## src/rtl/rfla_pkg.sv

```systemverilog
package rfla_pkg;

    localparam int FREE_ENTRIES_DEF    = 64;
    localparam int MAX_DESCRIPTORS_DEF = 65536;

    localparam int CFG_IDX_W = 2;
    localparam int CFG_DATA_W = 64;

    localparam logic [CFG_IDX_W-1:0] CFG_DESC_TOTAL  = 2'd0;
    localparam logic [CFG_IDX_W-1:0] CFG_DESC_STRIDE = 2'd1;
    localparam logic [CFG_IDX_W-1:0] CFG_CPU_BASE    = 2'd2;
    localparam logic [CFG_IDX_W-1:0] CFG_GPU_BASE    = 2'd3;

    localparam logic       MODE_FREE    = 1'b1;

    localparam logic [2:0] ST_EXACT     = 3'd0;
    localparam logic [2:0] ST_TAIL      = 3'd1;
    localparam logic [2:0] ST_SPLIT     = 3'd2;
    localparam logic [2:0] ST_NO_SPACE  = 3'd3;
    localparam logic [2:0] ST_FREED     = 3'd4;
    localparam logic [2:0] ST_LIST_FULL = 3'd5;

    typedef struct packed {
        logic        mode;
        logic [16:0] request_count;
        logic [15:0] free_start;
    } t_req;

    typedef struct packed {
        logic [2:0]  status;
        logic [15:0] start_index;
        logic [16:0] granted_count;
        logic [63:0] cpu_address;
        logic [63:0] gpu_address;
    } t_rsp;

    typedef struct packed {
        logic [16:0] descriptor_total;
        logic [12:0] descriptor_stride;
        logic [63:0] cpu_base_address;
        logic [63:0] gpu_base_address;
    } t_cfg;

    typedef struct packed {
        logic load;
        logic check;
        logic scan;
        logic select;
        logic shift;
        logic shrink;
        logic mul;
        logic add;
    } t_cmd;

    typedef struct packed {
        logic is_free;
        logic count_zero;
        logic pass_done;
        logic exact_hit;
    } t_sts;

endpackage

```

## src/rtl/rfla_ctrl.sv

```systemverilog
module rfla_ctrl import rfla_pkg::*; (
    input  logic i_clk,
    input  logic i_rst_n,
    input  logic i_start,
    input  t_sts i_sts,
    output t_cmd o_cmd,
    output logic o_busy,
    output logic o_done
);

    typedef enum logic [7:0] {
        S_IDLE   = 8'b0000_0001,
        S_CHECK  = 8'b0000_0010,
        S_SCAN   = 8'b0000_0100,
        S_SELECT = 8'b0000_1000,
        S_SHIFT  = 8'b0001_0000,
        S_MUL    = 8'b0010_0000,
        S_ADD    = 8'b0100_0000,
        S_DONE   = 8'b1000_0000
    } t_state;

    t_state r_state;
    t_state n_state;

    always_comb begin
        n_state = r_state;
        o_cmd   = '0;
        case (r_state)
            S_IDLE: begin
                if (i_start) begin
                    o_cmd.load = 1'b1;
                    n_state    = S_CHECK;
                end
            end
            S_CHECK: begin
                o_cmd.check = 1'b1;
                if (i_sts.is_free || i_sts.count_zero) begin
                    n_state = S_MUL;
                end else begin
                    n_state = S_SCAN;
                end
            end
            S_SCAN: begin
                if (i_sts.pass_done) begin
                    n_state = S_SELECT;
                end else begin
                    o_cmd.scan = 1'b1;
                end
            end
            S_SELECT: begin
                o_cmd.select = 1'b1;
                if (i_sts.exact_hit) begin
                    n_state = S_SHIFT;
                end else begin
                    n_state = S_MUL;
                end
            end
            S_SHIFT: begin
                if (i_sts.pass_done) begin
                    o_cmd.shrink = 1'b1;
                    n_state      = S_MUL;
                end else begin
                    o_cmd.shift = 1'b1;
                end
            end
            S_MUL: begin
                o_cmd.mul = 1'b1;
                n_state   = S_ADD;
            end
            S_ADD: begin
                o_cmd.add = 1'b1;
                n_state   = S_DONE;
            end
            S_DONE: begin
                n_state = S_IDLE;
            end
            default: begin
                n_state = S_IDLE;
            end
        endcase
    end

    always_ff @(posedge i_clk) begin
        if (!i_rst_n) begin
            r_state <= S_IDLE;
        end else begin
            r_state <= n_state;
        end
    end

    assign o_busy = (r_state != S_IDLE);
    assign o_done = (r_state == S_DONE);

endmodule

```

## src/rtl/rfla_dp.sv

```systemverilog
module rfla_dp import rfla_pkg::*; #(
    parameter int FREE_ENTRIES    = FREE_ENTRIES_DEF,
    parameter int MAX_DESCRIPTORS = MAX_DESCRIPTORS_DEF
) (
    input  logic i_clk,
    input  logic i_rst_n,
    input  t_cmd i_cmd,
    input  t_req i_req,
    input  t_cfg i_cfg,
    output t_sts o_sts,
    output t_rsp o_rsp
);

    localparam int IW = (FREE_ENTRIES > 1) ? $clog2(FREE_ENTRIES) : 1;
    localparam int CW = $clog2(FREE_ENTRIES + 1);

    logic [32:0]   r_mem [FREE_ENTRIES];
    logic [32:0]   r_rd_data;
    logic          r_rd_vld;
    logic [IW-1:0] r_rd_idx;
    logic [CW-1:0] r_idx;
    logic [CW-1:0] r_total;
    logic [16:0]   r_tail;

    logic          r_mode;
    logic [16:0]   r_count;
    logic [15:0]   r_fstart;

    logic          r_exact_hit;
    logic [IW-1:0] r_exact_idx;
    logic [15:0]   r_exact_start;
    logic          r_fit_hit;
    logic [IW-1:0] r_fit_idx;
    logic [15:0]   r_fit_start;
    logic [16:0]   r_fit_size;

    logic [2:0]    r_res_status;
    logic [15:0]   r_res_start;
    logic [16:0]   r_res_count;
    logic [28:0]   r_prod;
    t_rsp          r_rsp;

    logic          w_issue;
    logic          w_pass_done;
    logic          w_full;
    logic          w_count_zero;
    logic          w_append;
    logic          w_tail_fits;
    logic [16:0]   w_heap;
    logic [16:0]   w_fit_sum;
    logic [15:0]   w_rd_start;
    logic [16:0]   w_rd_size;
    logic          w_wr_en;
    logic [IW-1:0] w_wr_addr;
    logic [32:0]   w_wr_data;

    assign w_pass_done  = (r_idx == r_total) && !r_rd_vld;
    assign w_issue      = (i_cmd.scan || i_cmd.shift) && (r_idx != r_total);
    assign w_full       = (r_total >= CW'(FREE_ENTRIES));
    assign w_count_zero = (r_count == 17'd0);
    assign w_append     = (r_mode == MODE_FREE) && !w_count_zero && !w_full;
    assign w_rd_start   = r_rd_data[32:17];
    assign w_rd_size    = r_rd_data[16:0];
    assign w_fit_sum    = {1'b0, r_fit_start} + r_count;

    always_comb begin
        if ({15'd0, i_cfg.descriptor_total} > 32'(MAX_DESCRIPTORS)) begin
            w_heap = 17'(MAX_DESCRIPTORS);
        end else begin
            w_heap = i_cfg.descriptor_total;
        end
    end

    assign w_tail_fits = (r_tail <= w_heap) && (r_count <= (w_heap - r_tail));

    always_comb begin
        w_wr_en   = 1'b0;
        w_wr_addr = '0;
        w_wr_data = '0;
        if (i_cmd.check && w_append) begin
            w_wr_en   = 1'b1;
            w_wr_addr = r_total[IW-1:0];
            w_wr_data = {r_fstart, r_count};
        end else if (i_cmd.select && !r_exact_hit && !w_tail_fits && r_fit_hit) begin
            w_wr_en   = 1'b1;
            w_wr_addr = r_fit_idx;
            w_wr_data = {w_fit_sum[15:0], r_fit_size - r_count};
        end else if (i_cmd.shift && r_rd_vld) begin
            w_wr_en   = 1'b1;
            w_wr_addr = r_rd_idx - IW'(1);
            w_wr_data = r_rd_data;
        end
    end

    always_ff @(posedge i_clk) begin
        if (w_wr_en) begin
            r_mem[w_wr_addr] <= w_wr_data;
        end
        if (w_issue) begin
            r_rd_data <= r_mem[r_idx[IW-1:0]];
        end
    end

    always_ff @(posedge i_clk) begin
        if (!i_rst_n) begin
            r_total     <= '0;
            r_tail      <= '0;
            r_idx       <= '0;
            r_rd_vld    <= 1'b0;
            r_exact_hit <= 1'b0;
            r_fit_hit   <= 1'b0;
        end else begin
            r_rd_vld <= w_issue;
            if (w_issue) begin
                r_idx <= r_idx + CW'(1);
            end
            if (i_cmd.check) begin
                r_idx       <= '0;
                r_exact_hit <= 1'b0;
                r_fit_hit   <= 1'b0;
                if (w_append) begin
                    r_total <= r_total + CW'(1);
                end
            end
            if (i_cmd.scan && r_rd_vld) begin
                if (!r_exact_hit && (w_rd_size == r_count)) begin
                    r_exact_hit <= 1'b1;
                end
                if (!r_fit_hit && (w_rd_size >= r_count)) begin
                    r_fit_hit <= 1'b1;
                end
            end
            if (i_cmd.select) begin
                if (r_exact_hit) begin
                    r_idx <= CW'(r_exact_idx) + CW'(1);
                end else if (w_tail_fits) begin
                    r_tail <= r_tail + r_count;
                end
            end
            if (i_cmd.shrink) begin
                r_total <= r_total - CW'(1);
            end
        end
    end

    always_ff @(posedge i_clk) begin
        r_rd_idx <= r_idx[IW-1:0];
        if (i_cmd.load) begin
            r_mode   <= i_req.mode;
            r_count  <= i_req.request_count;
            r_fstart <= i_req.free_start;
        end
        if (i_cmd.scan && r_rd_vld) begin
            if (!r_exact_hit && (w_rd_size == r_count)) begin
                r_exact_idx   <= r_rd_idx;
                r_exact_start <= w_rd_start;
            end
            if (!r_fit_hit && (w_rd_size >= r_count)) begin
                r_fit_idx   <= r_rd_idx;
                r_fit_start <= w_rd_start;
                r_fit_size  <= w_rd_size;
            end
        end
        if (i_cmd.check) begin
            r_res_start <= '0;
            r_res_count <= '0;
            if (r_mode == MODE_FREE) begin
                r_res_status <= (!w_count_zero && w_full) ? ST_LIST_FULL : ST_FREED;
            end else begin
                r_res_status <= ST_NO_SPACE;
            end
        end
        if (i_cmd.select) begin
            if (r_exact_hit) begin
                r_res_status <= ST_EXACT;
                r_res_start  <= r_exact_start;
                r_res_count  <= r_count;
            end else if (w_tail_fits) begin
                r_res_status <= ST_TAIL;
                r_res_start  <= r_tail[15:0];
                r_res_count  <= r_count;
            end else if (r_fit_hit) begin
                r_res_status <= ST_SPLIT;
                r_res_start  <= r_fit_start;
                r_res_count  <= r_count;
            end else begin
                r_res_status <= ST_NO_SPACE;
                r_res_start  <= '0;
                r_res_count  <= '0;
            end
        end
        if (i_cmd.mul) begin
            r_prod <= 29'(r_res_start) * 29'(i_cfg.descriptor_stride);
        end
        if (i_cmd.add) begin
            r_rsp.status        <= r_res_status;
            r_rsp.start_index   <= r_res_start;
            r_rsp.granted_count <= r_res_count;
            if (r_res_count != 17'd0) begin
                r_rsp.cpu_address <= i_cfg.cpu_base_address + 64'(r_prod);
                r_rsp.gpu_address <= i_cfg.gpu_base_address + 64'(r_prod);
            end else begin
                r_rsp.cpu_address <= '0;
                r_rsp.gpu_address <= '0;
            end
        end
    end

    assign o_sts.is_free    = (r_mode == MODE_FREE);
    assign o_sts.count_zero = w_count_zero;
    assign o_sts.pass_done  = w_pass_done;
    assign o_sts.exact_hit  = r_exact_hit;
    assign o_rsp            = r_rsp;

endmodule

```

## src/rtl/range_free_list_allocator_unit.sv

```systemverilog
// A free request or a zero-size allocate goes from the check state straight to the multiply,
// add and done states, with o_done high in the done state. Other allocates first scan the
// free list entries, then select a range, and remove an exact match at entry k by moving
// the entries after it down one place. The free list memory has a single read port and is
// scanned and compacted one entry a cycle.
// One transaction is in flight at a time; start is taken again the cycle after o_done.
// Synchronous active-low reset empties the free list and tail and restores config defaults.
module range_free_list_allocator_unit import rfla_pkg::*; #(
    parameter int FREE_ENTRIES    = FREE_ENTRIES_DEF,
    parameter int MAX_DESCRIPTORS = MAX_DESCRIPTORS_DEF
) (
    input  logic                  i_clk,
    input  logic                  i_rst_n,
    input  logic                  i_start,
    output logic                  o_busy,
    input  t_req                  i_req,
    output logic                  o_done,
    output t_rsp                  o_rsp,
    input  logic                  i_cfg_wr_en,
    input  logic [CFG_IDX_W-1:0]  i_cfg_index,
    input  logic [CFG_DATA_W-1:0] i_cfg_wdata
);

    t_cfg r_cfg;
    t_cmd w_cmd;
    t_sts w_sts;

    always_ff @(posedge i_clk) begin
        if (!i_rst_n) begin
            r_cfg.descriptor_total  <= 17'd0;
            r_cfg.descriptor_stride <= 13'd32;
            r_cfg.cpu_base_address  <= 64'd0;
            r_cfg.gpu_base_address  <= 64'd0;
        end else if (i_cfg_wr_en) begin
            case (i_cfg_index)
                CFG_DESC_TOTAL:  r_cfg.descriptor_total  <= i_cfg_wdata[16:0];
                CFG_DESC_STRIDE: r_cfg.descriptor_stride <= i_cfg_wdata[12:0];
                CFG_CPU_BASE:    r_cfg.cpu_base_address  <= i_cfg_wdata;
                CFG_GPU_BASE:    r_cfg.gpu_base_address  <= i_cfg_wdata;
                default: begin
                end
            endcase
        end
    end

    rfla_ctrl u_ctrl (
        .i_clk   (i_clk),
        .i_rst_n (i_rst_n),
        .i_start (i_start),
        .i_sts   (w_sts),
        .o_cmd   (w_cmd),
        .o_busy  (o_busy),
        .o_done  (o_done)
    );

    rfla_dp #(
        .FREE_ENTRIES    (FREE_ENTRIES),
        .MAX_DESCRIPTORS (MAX_DESCRIPTORS)
    ) u_dp (
        .i_clk   (i_clk),
        .i_rst_n (i_rst_n),
        .i_cmd   (w_cmd),
        .i_req   (i_req),
        .i_cfg   (r_cfg),
        .o_sts   (w_sts),
        .o_rsp   (o_rsp)
    );

    a_done_single: assert property (@(posedge i_clk) disable iff (!i_rst_n)
        o_done |=> !o_done)
        else $error("Result strobe lasted more than one cycle.");

    a_accept_busy: assert property (@(posedge i_clk) disable iff (!i_rst_n)
        (i_start && !o_busy) |=> (o_busy && !o_done))
        else $error("Accepted transaction did not keep the unit busy.");

    a_zero_addr: assert property (@(posedge i_clk) disable iff (!i_rst_n)
        (o_done && (o_rsp.granted_count == 17'd0)) |->
        ((o_rsp.cpu_address == 64'd0) && (o_rsp.gpu_address == 64'd0)))
        else $error("Empty grant carries a nonzero address.");

    a_fail_empty: assert property (@(posedge i_clk) disable iff (!i_rst_n)
        (o_done && ((o_rsp.status == ST_NO_SPACE) || (o_rsp.status == ST_FREED) ||
                    (o_rsp.status == ST_LIST_FULL))) |->
        ((o_rsp.granted_count == 17'd0) && (o_rsp.start_index == 16'd0)))
        else $error("Failed or free transaction reports a granted range.");

endmodule
```

## config.mk

```make
export PLATFORM = sky130hd
export DESIGN_NAME = range_free_list_allocator_unit
export DESIGN_NICKNAME = d
export VERILOG_FILES = /design/src/rtl/rfla_pkg.sv /design/src/rtl/rfla_ctrl.sv /design/src/rtl/rfla_dp.sv /design/src/rtl/range_free_list_allocator_unit.sv
export SDC_FILE = /design/constraint.sdc
export NUM_CORES = 2
export LEC_CHECK = 0
export ABC_AREA = 1
export BUFFER_PORTS_ARGS = -buffer_cell sky130_fd_sc_hd__clkbuf_2
export CORE_ASPECT_RATIO = 0.9
export CORE_MARGIN = 1
export CORE_UTILIZATION = 55
export DETAILED_ROUTE_END_ITERATION = 10
export PLACE_DENSITY_LB_ADDON = 0.1
export SYNTH_ARGS = -nofsm -noshare
export SYNTH_HDL_FRONTEND = slang
export SYNTH_SLANG_ARGS = --single-unit
```

## constraint.sdc

```tcl
create_clock -name i_clk -period 6 [get_ports i_clk]
set_clock_uncertainty 0.1 [all_clocks]
set_input_delay 0.3 -clock i_clk [delete_from_list [all_inputs] [get_ports i_clk]]
set_output_delay 0.3 -clock i_clk [all_outputs]
set_load 0.05 [all_outputs]
```

==> out/qor.txt <==
========================================================================================
Part of the power in combinational logic                                            4.2%
Number of optimization iterations in the first detailed-route pass                     9
Net Count, Synth                                                                  10,700
Pwr/cell area                                                                 285 mW/mm²
Origin of the worst min-delay path                                             i_req[16]
Clock latency of the later-clocked register in the worst-skew pair               0.95 ns
Number of storage elements in the synthesis netlist                                2,675
Initial Utilization                                                                55.3%
Pin count of the biggest net entering global routing                                 166
GR Util All Layers                                                                 33.8%
Worst Slack Setup Final                                                         0.375 ns
Number of flops mapped to enable cells by yosys                                    2,469
Setup crit end kind                                                            flip-flop
Count of unique library cells instantiated by Yosys                                   64
Final total negative setup slack                                                    0 ns
Share of power burned in the clock network                                         43.7%
Rows                                                                                 161
Initial DRC Count                                                                 10,700
Hold Path Class                                                             input port to flip-flop
Total half-perimeter wirelength after legalization and detailed placement     242,000 µm
Remaining routing DRC violations                                                       2
TritonCTS buffer count                                                               288
Height of the die                                                                 442 µm
Share of post-route cells with drive strength above 1                              11.3%
Die footprint                                                                  0.217 mm²
Global-route wire length before repair                                        539,000 µm
Post-layout utilization of the core                                                64.2%
Max FO, Critical Path                                                                 14
Violated checks                                                                      DRC
TritonCTS clock tree                                                                 yes
Commonest non-fill, non-tap cell in the layout                              sky130_fd_sc_hd__edfxtp_1
Number of primary I/O pins                                                           270
Pre-CTS worst setup slack                                                       0.156 ns
Worst Hold Path EP                                                          u_dp.r_count[0]
FF-to-FF setup slack                                                             0.37 ns
Cell with the most instances on the worst path                              sky130_fd_sc_hd__fa_1
RSZ-0062 raised after global routing                                                  no
Crit path max-delay cell type                                               sky130_fd_sc_hd__edfxtp_1
Standby leakage power                                                            53.8 nW
Synthesis-to-layout area growth                                                    16.1%
Status                                                                      finished, violations left
Total Wirelength                                                              375,000 µm
Number of nets in the final layout                                                11,200
Share of flip-flops with an asynchronous set or reset                                 0%
DIE WIDTH                                                                         491 µm
Required time reported for the critical path endpoint                            6.54 ns
Startpoint-to-endpoint class of the critical path                           flip-flop to flip-flop
Most used DFF post-synth                                                    sky130_fd_sc_hd__edfxtp_1
CTS Buffer Depth                                                                       4
Final worst path period share                                                      93.8%
Arrival time at the worst endpoint                                               6.16 ns
Pint                                                                             30.7 mW
Worst-path clk slew                                                              0.06 ns
Number of hold-slack violations in the final timing report                             0
Via count of the first global-routing pass                                        79,600
Nature of the critical path startpoint                                         flip-flop
Number of buffers inserted by port buffering                                         269
Floorplan core area                                                            0.214 mm²
Net load switching power                                                         8.35 mW
Sequential element share of the synthesized area                                   66.2%
Critical Path Source                                                        u_dp.r_res_start[6]
Synthesized instance count                                                        10,200
Mean Syn Cell Area                                                              11.6 µm²
Wirelength per Cell                                                              27.1 µm
Remaining global-route overflow                                                        0
Weighted congestion reported at the end of routability-driven placement            0.941
Worst relative slew slack                                                          14.7%
DR vias                                                                           84,900
Average vias per placed instance                                                    6.15
Number of nets with antenna violations after routing                                   0
Total number of H-tree levels                                                          5
Fin. max-slew vios                                                                     0
Netlist area before placement                                                  0.118 mm²
Worst-case reg-to-reg path depth                                                      18
Shortest period the worst path allows                                            5.63 ns
Proportion of total power due to net switching                                     21.4%
FF-to-FF Start                                                              u_dp.r_res_start[6]
Initial antenna violation count                                                       21
Endpoint of the worst-slack reg-to-reg timing path                          u_dp.r_prod[28]
CP cell instances                                                           nand2_1 > fa_1 > inv_1 > fa_1 > inv_1 > fa_1 > inv_1 > fa_1 > fa_1 > ha_1 > a21o_1 > a31oi_1 > nand3_1 > a21oi_1 > o21ai_0 > nand3_1 > nand3_1 > xnor2_1
Warning count from the yosys run                                                       0
Hold Path Cell Cnt                                                                     2
Transition time at the pin with the least slew margin                            1.28 ns
Worst stage delay on the critical path                                           0.74 ns
IR Drop Worst-Case VDD                                                            373 µV
Number of max-cap violations                                                           0
Leading cell types in the layout, fill and taps excluded                    2,469 x sky130_fd_sc_hd__edfxtp_1, 1,422 x sky130_fd_sc_hd__o21ai_0, 1,414 x sky130_fd_sc_hd__nor2_1, 1,011 x sky130_fd_sc_hd__nand2_1, 666 x sky130_fd_sc_hd__inv_1
Root buffer cell                                                            sky130_fd_sc_hd__clkbuf_16
Sequential share of power                                                          52.1%
Setup-violating endpoint count in the final report                                     0
Number of inserted filler cells in the final layout                               16,300
TritonCTS Sinks                                                                    2,675
Maximum achievable frequency                                                   0.178 GHz
========================================================================================
-- critical path: cells and delay by family (launching register included) --
family | cells | cell delay (ns)
AOI/OAI and AO/OA | 4 | 0.86
adders and majority gates | 6 | 2.85
DFF | 1 | 0.74
and+or+nand+nor | 4 | 0.52
xor gates and xnor gates | 1 | 0.13
buffers and inverters | 3 | 0.16
-- cell type report --
class / count / area [µm²] / area share, %
clock buffer: 357 / 7620 / 5.55
tap: 2852 / 3570 / 2.60
timing repair buffer: 801 / 8280 / 6.03
inverter: 710 / 2710 / 1.97
clock inverter: 135 / 1230 / 0.899
antenna: 6 / 15.0 / 0.0109
sequential: 2675 / 78300 / 57.0
multi-input combinational: 6269 / 35600 / 25.9
-- metrics by stage --
stage / total power [mW] / cell area [µm²] / instances / hold WS [ns]
floorplan: 21.6 / 118000 / 10200 / 0.229
global placement: 22.3 / 127000 / 13200 / 0.323
detailed placement: 22.3 / 127000 / 13200 / 0.324
CTS: 39.2 / 137000 / 13800 / 0.0776
global route: 40.1 / 137000 / 13800 / 0.108
finish: 39.1 / 137000 / 13800 / 0.148
-- state kept, by name (all words and copies together), names as in the netlist, 7 cells and up --
register and cells:
u_dp.r_res_count 17, u_dp.r_tail 17, u_dp.r_idx 7, u_dp.r_fit_size 17, u_dp.r_prod 29, u_dp.r_exact_start 16, u_ctrl.r_state 8, u_dp.r_fit_start 16
u_dp.r_mem 2112, u_dp.r_total 7, u_dp.r_rd_data 33, u_dp.o_rsp 164, r_cfg 158, u_dp.r_fstart 16, u_dp.r_res_start 16, u_dp.r_count 17
-- cells in the mapped netlist, types with 5 or more instances --
cell | count | share of area (%)
sky130_fd_sc_hd__nand2_1 | 1015 | 3.2
sky130_fd_sc_hd__nor3b_1 | 9 | 0.057
sky130_fd_sc_hd__xnor2_1 | 41 | 0.30
sky130_fd_sc_hd__o21bai_1 | 15 | 0.095
sky130_fd_sc_hd__o31ai_1 | 7 | 0.044
sky130_fd_sc_hd__ha_1 | 238 | 2.5
sky130_fd_sc_hd__inv_1 | 694 | 2.2
sky130_fd_sc_hd__buf_4 | 8 | 0.051
sky130_fd_sc_hd__edfxtp_1 | 2469 | 63
sky130_fd_sc_hd__nor2_2 | 6 | 0.032
sky130_fd_sc_hd__a31oi_1 | 29 | 0.15
sky130_fd_sc_hd__buf_1 | 29 | 0.092
sky130_fd_sc_hd__a32o_1 | 10 | 0.085
sky130_fd_sc_hd__a21o_1 | 26 | 0.17
sky130_fd_sc_hd__and3_1 | 8 | 0.042
sky130_fd_sc_hd__nand2_2 | 6 | 0.032
sky130_fd_sc_hd__fa_1 | 161 | 2.7
sky130_fd_sc_hd__o21ai_1 | 6 | 0.025
sky130_fd_sc_hd__buf_2 | 99 | 0.42
sky130_fd_sc_hd__nor4_1 | 31 | 0.16
sky130_fd_sc_hd__or2_2 | 10 | 0.053
sky130_fd_sc_hd__dfxtp_1 | 206 | 3.5
sky130_fd_sc_hd__a211oi_1 | 9 | 0.057
sky130_fd_sc_hd__o21ai_0 | 1424 | 6.0
sky130_fd_sc_hd__nor3_1 | 80 | 0.34
sky130_fd_sc_hd__o21a_1 | 27 | 0.17
sky130_fd_sc_hd__nand3_1 | 350 | 1.5
sky130_fd_sc_hd__clkbuf_1 | 445 | 1.4
sky130_fd_sc_hd__o221ai_1 | 208 | 1.5
sky130_fd_sc_hd__inv_2 | 9 | 0.029
sky130_fd_sc_hd__nor2_1 | 1483 | 4.7
sky130_fd_sc_hd__o211ai_1 | 99 | 0.63
sky130_fd_sc_hd__o22ai_1 | 326 | 1.7
sky130_fd_sc_hd__clkinv_1 | 5 | 0.016
sky130_fd_sc_hd__nand4_1 | 65 | 0.34
sky130_fd_sc_hd__a21oi_1 | 483 | 2.0
sky130_fd_sc_hd__xor2_1 | 52 | 0.39
-- repair_timing --
item / 4_1_cts / 5_1_grt
hold endpoints to repair: 254 / 0
hold buffers: 139 / 0
setup endpoints to repair: 0 / 3966
setup buffers: 0 / 8
resized for setup: 0 / 26
-- worst max path at each step --
stage,to,slack [ns]
final,u_dp.r_prod[28],0.37
after global routing,u_dp.r_prod[28],0.02
after CTS,u_dp.r_mem[8][2],0.15
after detailed placement,u_dp.r_mem[49][29],0.16
after global placement,u_dp.r_mem[48][14],0.03
after floorplan,u_dp.r_mem[56][0],0.04
-- cells by family (layout without fill, tap and decap cells) --
kind of cell / count (synthesis) / count (layout) / synth area share (%)
buffers and inverters: 1292 / 2003 / 4.24
DFF: 2675 / 2675 / 66.2
adders and majority gates: 399 / 399 / 5.24
and+or+nand+nor: 3089 / 3089 / 10.7
xor gates and xnor gates: 93 / 93 / 0.689
other: 0 / 6 / 0
AOI/OAI and AO/OA: 2688 / 2688 / 12.9
-- routing by layer --
metal  GRT usage [%]  share of wire [%]
met1            48.4                 41
met2            51.2                 45
met3            5.25                9.7
met4            15.6                5.1
met5               0              0.017
-- power groups by stage --
stage	sequential, mW	combinational, mW	clock, mW
3_5_place_dp	20.8	1.49	0
4_1_cts	20.4	1.58	17.2
2_1_floorplan	20.7	0.900	0
6_report	20.4	1.63	17.1
5_1_grt	20.4	1.78	17.9
3_3_place_gp	20.8	1.50	0
(Power assumes the default switching activity.)
